<file path="config.mk">
export PLATFORM = sky130hd
export DESIGN_NAME = prc_merge
export DESIGN_NICKNAME = d
export VERILOG_FILES = /design/src/hw/rtl/prc_pkg.sv /design/src/hw/rtl/prc_merge.sv
export SDC_FILE = /design/constraint.sdc
export NUM_CORES = 1
export LEC_CHECK = 0
export BUFFER_PORTS_ARGS = -buffer_cell sky130_fd_sc_hd__buf_2
export CELL_PAD_IN_SITES_DETAIL_PLACEMENT = 0
export CELL_PAD_IN_SITES_GLOBAL_PLACEMENT = 2
export CORE_ASPECT_RATIO = 0.5
export CORE_MARGIN = 3
export CORE_UTILIZATION = 42
export CTS_BUF_LIST = sky130_fd_sc_hd__clkbuf_8
export CTS_CLUSTER_DIAMETER = 100
export DETAILED_ROUTE_END_ITERATION = 7
export PLACE_DENSITY_LB_ADDON = 0.1
export SYNTH_ARGS = -nofsm -noshare
export SYNTH_HDL_FRONTEND = slang
export SYNTH_SLANG_ARGS = --single-unit
</file>
<file path="constraint.sdc">
create_clock -name clk_i -period 16.3 [get_ports clk_i]
set_clock_uncertainty 0.1 [all_clocks]
set_input_delay 3.26 -clock clk_i [delete_from_list [all_inputs] [get_ports clk_i]]
set_output_delay 3.26 -clock clk_i [all_outputs]
set_load 0.03 [all_outputs]
</file>
<file path="src/hw/rtl/prc_pkg.sv">
// Types and constants shared by the page range coalescer.
package prc_pkg;

  localparam int unsigned AddrW = 48;
  localparam int unsigned EndW  = 49;
  localparam int unsigned ShiftW = 5;
  localparam logic [ShiftW-1:0] ShiftMin   = 5'd9;
  localparam logic [ShiftW-1:0] ShiftMax   = 5'd16;
  localparam logic [ShiftW-1:0] ShiftReset = 5'd12;

  typedef struct packed {
    logic [AddrW-1:0] page_addr;
    logic             last_in_batch;
  } req_t;

  typedef struct packed {
    logic [AddrW-1:0] range_start;
    logic [EndW-1:0]  range_end;
    logic             flush_tlb;
    logic             last_range;
    logic             overflowed;
  } rsp_t;

  // Batch hand-off from the front end to the back end.
  typedef struct packed {
    logic valid;
    logic ovf;
  } batch_t;

endpackage

</file>
<file path="src/hw/rtl/prc_merge.sv">
// Back end: walks the sorted chain and emits one merged range per transaction.
module prc_merge #(
  parameter int unsigned AddrBits = 48
) (
  input  logic                      clk_i,
  input  logic                      rst_ni,
  input  prc_pkg::batch_t           batch_i,
  input  logic [prc_pkg::ShiftW-1:0] shift_i,
  input  logic                      empty_i,
  input  logic [AddrBits-1:0]       head_i,
  input  logic                      head_last_i,
  output logic                      pop_o,
  output logic                      done_o,
  output logic                      rsp_valid_o,
  output prc_pkg::rsp_t             rsp_o
);
  logic                  run_q, run_d;
  logic                  have_q, have_d;
  logic [AddrBits-1:0]   start_q, start_d, cur_q, cur_d;
  logic [AddrBits:0]     psz;
  logic [AddrBits:0]     diff;
  logic                  adj;
  logic [prc_pkg::ShiftW-1:0] sh;
  prc_pkg::rsp_t         rsp_d;
  logic                  rv_d, rv_q;
  prc_pkg::rsp_t         rsp_q;
  logic [AddrBits:0]     endv;

  always_comb begin
    sh = shift_i;
    if (sh < prc_pkg::ShiftMin) sh = prc_pkg::ShiftMin;
    if (sh > prc_pkg::ShiftMax) sh = prc_pkg::ShiftMax;
    psz  = (AddrBits+1)'(1) << sh;
    diff = {1'b0, head_i} - {1'b0, cur_q};
    adj  = (head_i == cur_q) || (diff == psz);
    endv = {1'b0, cur_q} + psz;
  end

  always_comb begin
    run_d   = run_q;
    have_d  = have_q;
    start_d = start_q;
    cur_d   = cur_q;
    pop_o   = 1'b0;
    done_o  = 1'b0;
    rv_d    = 1'b0;
    rsp_d   = rsp_q;
    if (!run_q) begin
      if (batch_i.valid) run_d = 1'b1;
    end else if (!have_q) begin
      start_d = head_i;
      cur_d   = head_i;
      have_d  = 1'b1;
      pop_o   = 1'b1;
      if (head_last_i) begin
        have_d = 1'b1;
      end
    end else if (!empty_i && adj) begin
      cur_d = head_i;
      pop_o = 1'b1;
    end else begin
      rv_d  = 1'b1;
      rsp_d.range_start = prc_pkg::AddrW'(start_q);
      rsp_d.range_end   = prc_pkg::EndW'(endv);
      rsp_d.flush_tlb   = empty_i;
      rsp_d.last_range  = empty_i;
      rsp_d.overflowed  = batch_i.ovf;
      if (empty_i) begin
        run_d  = 1'b0;
        have_d = 1'b0;
        done_o = 1'b1;
      end else begin
        start_d = head_i;
        cur_d   = head_i;
        pop_o   = 1'b1;
      end
    end
  end

  always_ff @(posedge clk_i or negedge rst_ni) begin
    if (!rst_ni) begin
      run_q  <= 1'b0;
      have_q <= 1'b0;
      rv_q   <= 1'b0;
    end else begin
      run_q  <= run_d;
      have_q <= have_d;
      rv_q   <= rv_d;
    end
  end

  always_ff @(posedge clk_i) begin
    start_q <= start_d;
    cur_q   <= cur_d;
    rsp_q   <= rsp_d;
  end

  assign rsp_valid_o = rv_q;
  assign rsp_o       = rsp_q;
endmodule

</file>
; Word level (Yosys, flattened, before mapping)
; Cells that the tools add are included.
[classes]
addsub = 2
magnitude_cmp = 2
n_eq_ne = 5
shift = 1
mux = 20
bitwise = 1
n_reduce_logical = 6
[ops]
columns = cell, n
row1 = $mux W48, 5
row2 = $add A48 B49 Y49, 1
row3 = $eq A49 B49 Y1, 1
row4 = $shl A1 B5 Y49 const A, 1
row5 = $sub A48 B48 Y49, 1
row6 = $eq A48 B48 Y1, 1
row7 = $mux W1, 13
row8 = $mux W5, 2
row9 = $reduce_and A3 Y1, 2
row10 = $gt A5 B5 Y1 const B, 1
row11 = $lt A5 B4 Y1 const B, 1
row12 = $ne A2 B2 Y1 const B, 2
row13 = $ne A3 B2 Y1 const B, 1
row14 = $reduce_and A2 Y1, 1
row15 = $logic_and A1 B1 Y1, 1
row16 = $logic_not A1 Y1, 1
row17 = $logic_or A1 B1 Y1, 1
row18 = $not A1 Y1, 1
[totals]
regBits = 198
input_bits = 59
output_inout_bits = 103
wordCells = 46

; Longest topological paths before layout
[depth]
ltp_word = 11
mapped_depth = 15
mapped_depth_nobuf = 15

; Worst setup path before layout
; Ideal clock, no wire load.
[synth_path]
kind = input to register
from = in head_i[0]
to = reg rsp_q (netlist bit rsp_o[0]) (enable)
setup_time_ns = 0.925
arrival_ns = 7.705
required_ns = 15.275
path_slack_ns = 7.570
path_stages = 15
n_path_buf = 0
path_cell_list = inv_1 > ha_1 > inv_1 > fa_1 > a211oi_1 > o21bai_1 > a211oi_4 > a211oi_1 > o21ai_1 > a21oi_1 > or3_1 > a2111oi_2 > nand4_1 > o21ai_2 > nand2_1
[synth_via]
elab_chain_len = 6
word_cells_on_any_way = 7
cone_classes = 1 x add/sub / 2 x eq/ne / 1 x bitwise / 3 x reduce/logical
[synth_rtl]
columns = item, line_no
row1 = from (decl), prc_merge.sv:10  ; input logic [AddrBits-1:0] head_i,
row2 = $sub A48 B48 Y49, prc_merge.sv:34  ; diff = {1'b0, head_i} - {1'b0, cur_q};
row3 = $eq A49 B49 Y1, prc_merge.sv:35  ; adj = (head_i == cur_q) || (diff == psz);
row4 = $logic_or A1 B1 Y1 *, prc_merge.sv:35
row5 = $logic_and A1 B1 Y1 *, prc_merge.sv:58  ; end else if (!empty_i && adj) begin
row6 = $not A1 Y1 (no line) *, --
row7 = $reduce_and A3 Y1 (no line) *, --
row8 = to (signal assigned), prc_merge.sv:95  ; rsp_q <= rsp_d;
row9 = to (decl), prc_merge.sv:26  ; prc_pkg::rsp_t rsp_q;
; Mark *: on every way between the ends. The rest lies on a longest branch, timed or not.
; A chain may end at the register's enable or synchronous reset.

; Worst setup path in the final report
[layout_path]
from = in head_i[0]
to = reg rsp_q (netlist bit rsp_o[20]) (enable)
; The elaborated chain is that of the path after synthesis.

==> flow_summary.yaml <==
outcome:
  status: "finished, final reports clean"
timing:
  hold_ws_ns: 0.3098
  max_freq_ghz: 0.1228
  finalMaxSlewViolations: 0
  finalSetupTns_ns: 0
  period_share_pct: 49.97
  rsz0062_at_grt: "false"
  setup_violations: 0
  fin_crit_ns: 8.145
  finalHoldViolCount: 0
  worstMarginPinSlew_ns: 0.9505
  relSlewSlack_pct: 36.64
final_layout:
  syn2layout_area_growth_pct: 14.74
  final_cell_mix: "195 x edfxtp_1, 160 x buf_2, 82 x a21oi_1"
  final_common_cell: "edfxtp_1"
  fin_util_pct: 49.58
  drive_gt1_share_pct: 17.42
  nNetsFinal: 1385
  diodes: 0
  final_area_um2: 13260
  fill_cells: 2460
detailed_routing:
  vias: 8786
  drt_iter0_markers: 539
  post-route-drc-count: 0
  routed_wl_um: 31490
  avgRoutedWirePerCell_um: 19.57
  detail-route-antenna-nets: 0
  drt_first_pass_iters: 5
  post_drt_via_cell_ratio: 5.461
setup_path:
  arrival_ns: 8.23
  required_ns: 16.39
  start_kind: "primary input"
  end_kind: "flop"
  crit_fanout: 51
  path_class: "in -> reg"
logic_synthesis:
  yosysUniqueCellTypes: 75
  synth-edff-count: 195
  async_flop_share_pct: 1.515
  seq_area_frac_synth_pct: 51.31
  ys.flop_type: "edfxtp_1"
  yosysWarnings: 0
  ys_top_cells_by_area: "edfxtp_1 51%, ha_1 8.7%, xnor2_1 3.6%"
  synth_largest_type_area_fraction_pct: 50.66
  syn_inst: 1064
  yosys.area.top_type: "edfxtp_1"
  avgSynthCellArea_um2: 10.86
  synth-seq-cells: 198
  synth_area_um2: 11560
clock_tree:
  cts_setup_buffers: 0
  htree_levels: 4
  clockRootBuffer: "clkbuf_8"
  cts_tree: "yes"
  clock_sinks: 198
  cts.hold.buffers_added: 0
  cts.clk_slew.worst_paths_ns: 0.11
  cts-resized-gates: 0
  worstSkewPairLatency_ns: 0.51
  cts_buffers: 17
  cts.path.max_buffers: 2
grt:
  grt_pass1_vias: 8330
  antenna_found_initial: 0
  grt_max_degree: 52
  grt_overflow: 0
  grt_pass1_wl_um: 48310
  grt.total_usage_pct: 21.80
power_and_ir_drop:
  vdd_drop_max_uv: 138.3
  total_power_mw: 2.464
  power_density_nw_per_um2: 185.8
  p_leak_nw: 5.395
die:
  io_pins: 162
  start_util_pct: 43.21
  rows: 42
  die_width_um: 240.6
  die_area_um2: 29670
  die_h_um: 123.3
  core_um2: 26750
placement:
  hpwl_um: 24750
  place_area_um2: 12840
  numPortBuffers: 160
  place.gp.congestion: 0.8706
run:
  maxCapViolCount: 0
worst_hold_path:
  hp-class: "reg -> reg"
==> cell families (layout without fill, tap and decap cells) <==
group / count (synthesis) / in the layout / share of synthesized area [%]
other: 2 / 25 / 0.06497
muxes: 6 / 6 / 0.5412
buffers and inverters: 100 / 270 / 3.323
DFF: 198 / 198 / 51.31
and+or+nand+nor: 310 / 310 / 13.47
xor gates and xnor gates: 70 / 70 / 5.304
AOI/OAI and AO/OA: 296 / 296 / 16.98
adders and majority gates: 82 / 82 / 9.006
==> worst max-delay path, cell delays in order <==
cell and delay, ns:
buf_2 0.12, inv_1 0.06, ha_1 0.18, inv_1 0.06
fa_1 0.43, a211oi_1 0.30, o21bai_1 0.27, a211oi_4 0.44
a21oi_1 0.23, a21oi_1 0.20, nor4bb_1 0.41, nand4_1 0.27
a2111oi_2 0.43, nand4_1 0.27, o21ai_2 0.27, nand2_4 0.40
buf_4 0.53
==> state kept, by name (all words and copies together) (netlist names) <==
signal and count:
rsp_valid_o 1, have_q 1, run_q 1, cur_q 48
rsp_o 99, start_q 48
==> where the power goes <==
group	internal [mW]	leakage (nW)	switching, mW
clock	0.144	0.207	0.196
sequential	0.848	1.94	0.0629
combinational	0.355	3.25	0.858
==> metrics by stage <==
stage / cells / setup WS, ns
final: 1609 / 8.155
after global routing: 1609 / 7.738
after detailed placement: 1577 / 7.638
after global placement: 1577 / 7.750
after CTS: 1609 / 8.182
after floorplan: 1087 / 7.570
==> worst paths after layout <==
path | from | end | slack, ns | cells past startpoint
max in group asynchronous | rst_ni | rsp_valid_o | 13.57 | 1
worst max register to register | cur_q[1] | rsp_o[20] | 10.65 | 14
min in group asynchronous | rst_ni | run_q | 2.43 | 1
worst max-delay path | head_i[0] | rsp_o[20] | 8.15 | 17
worst min-delay path | start_q[8] | rsp_o[60] | 0.31 | 0
worst min register to register | start_q[8] | rsp_o[60] | 0.31 | 0
==> cell type report <==
class	count	area (µm²)	area share, %
Multi-Input combinational cell	789	5363	40.43
Clock inverter	15	186.4	1.406
Timing Repair Buffer	164	830.8	6.264
Clock buffer	17	234.0	1.764
Sequential cell	198	5931	44.72
Tap cell	352	440.4	3.321
Inverter	74	277.8	2.094
==> cells in the mapped netlist, drive strengths merged (15+ instances only) <==
master,instances
edfxtp,195
a21oi,84
ha,80
nand2,80
inv,74
nor2,71
o21ai,60
xnor2,48
a21o,35
nand3,28
nor3,25
xor2,22
clkbuf,21
nand4,21
a211oi,17
nor2b,15
o21bai,15
==> metal layers <==
| layer | vias to the layer above | GRT usage, % | share of wire (%) |
|---|---|---|---|
| li1 | 4342 | - | - |
| met1 | 4238 | 34.72 | 54 |
| met2 | 191 | 30.73 | 41 |
| met5 | - | 0 | 0 |
| met4 | 0 | 4.273 | 0.74 |
| met3 | 15 | 3.789 | 4.4 |
No activity file was read; power rests on OpenSTA's default activity.
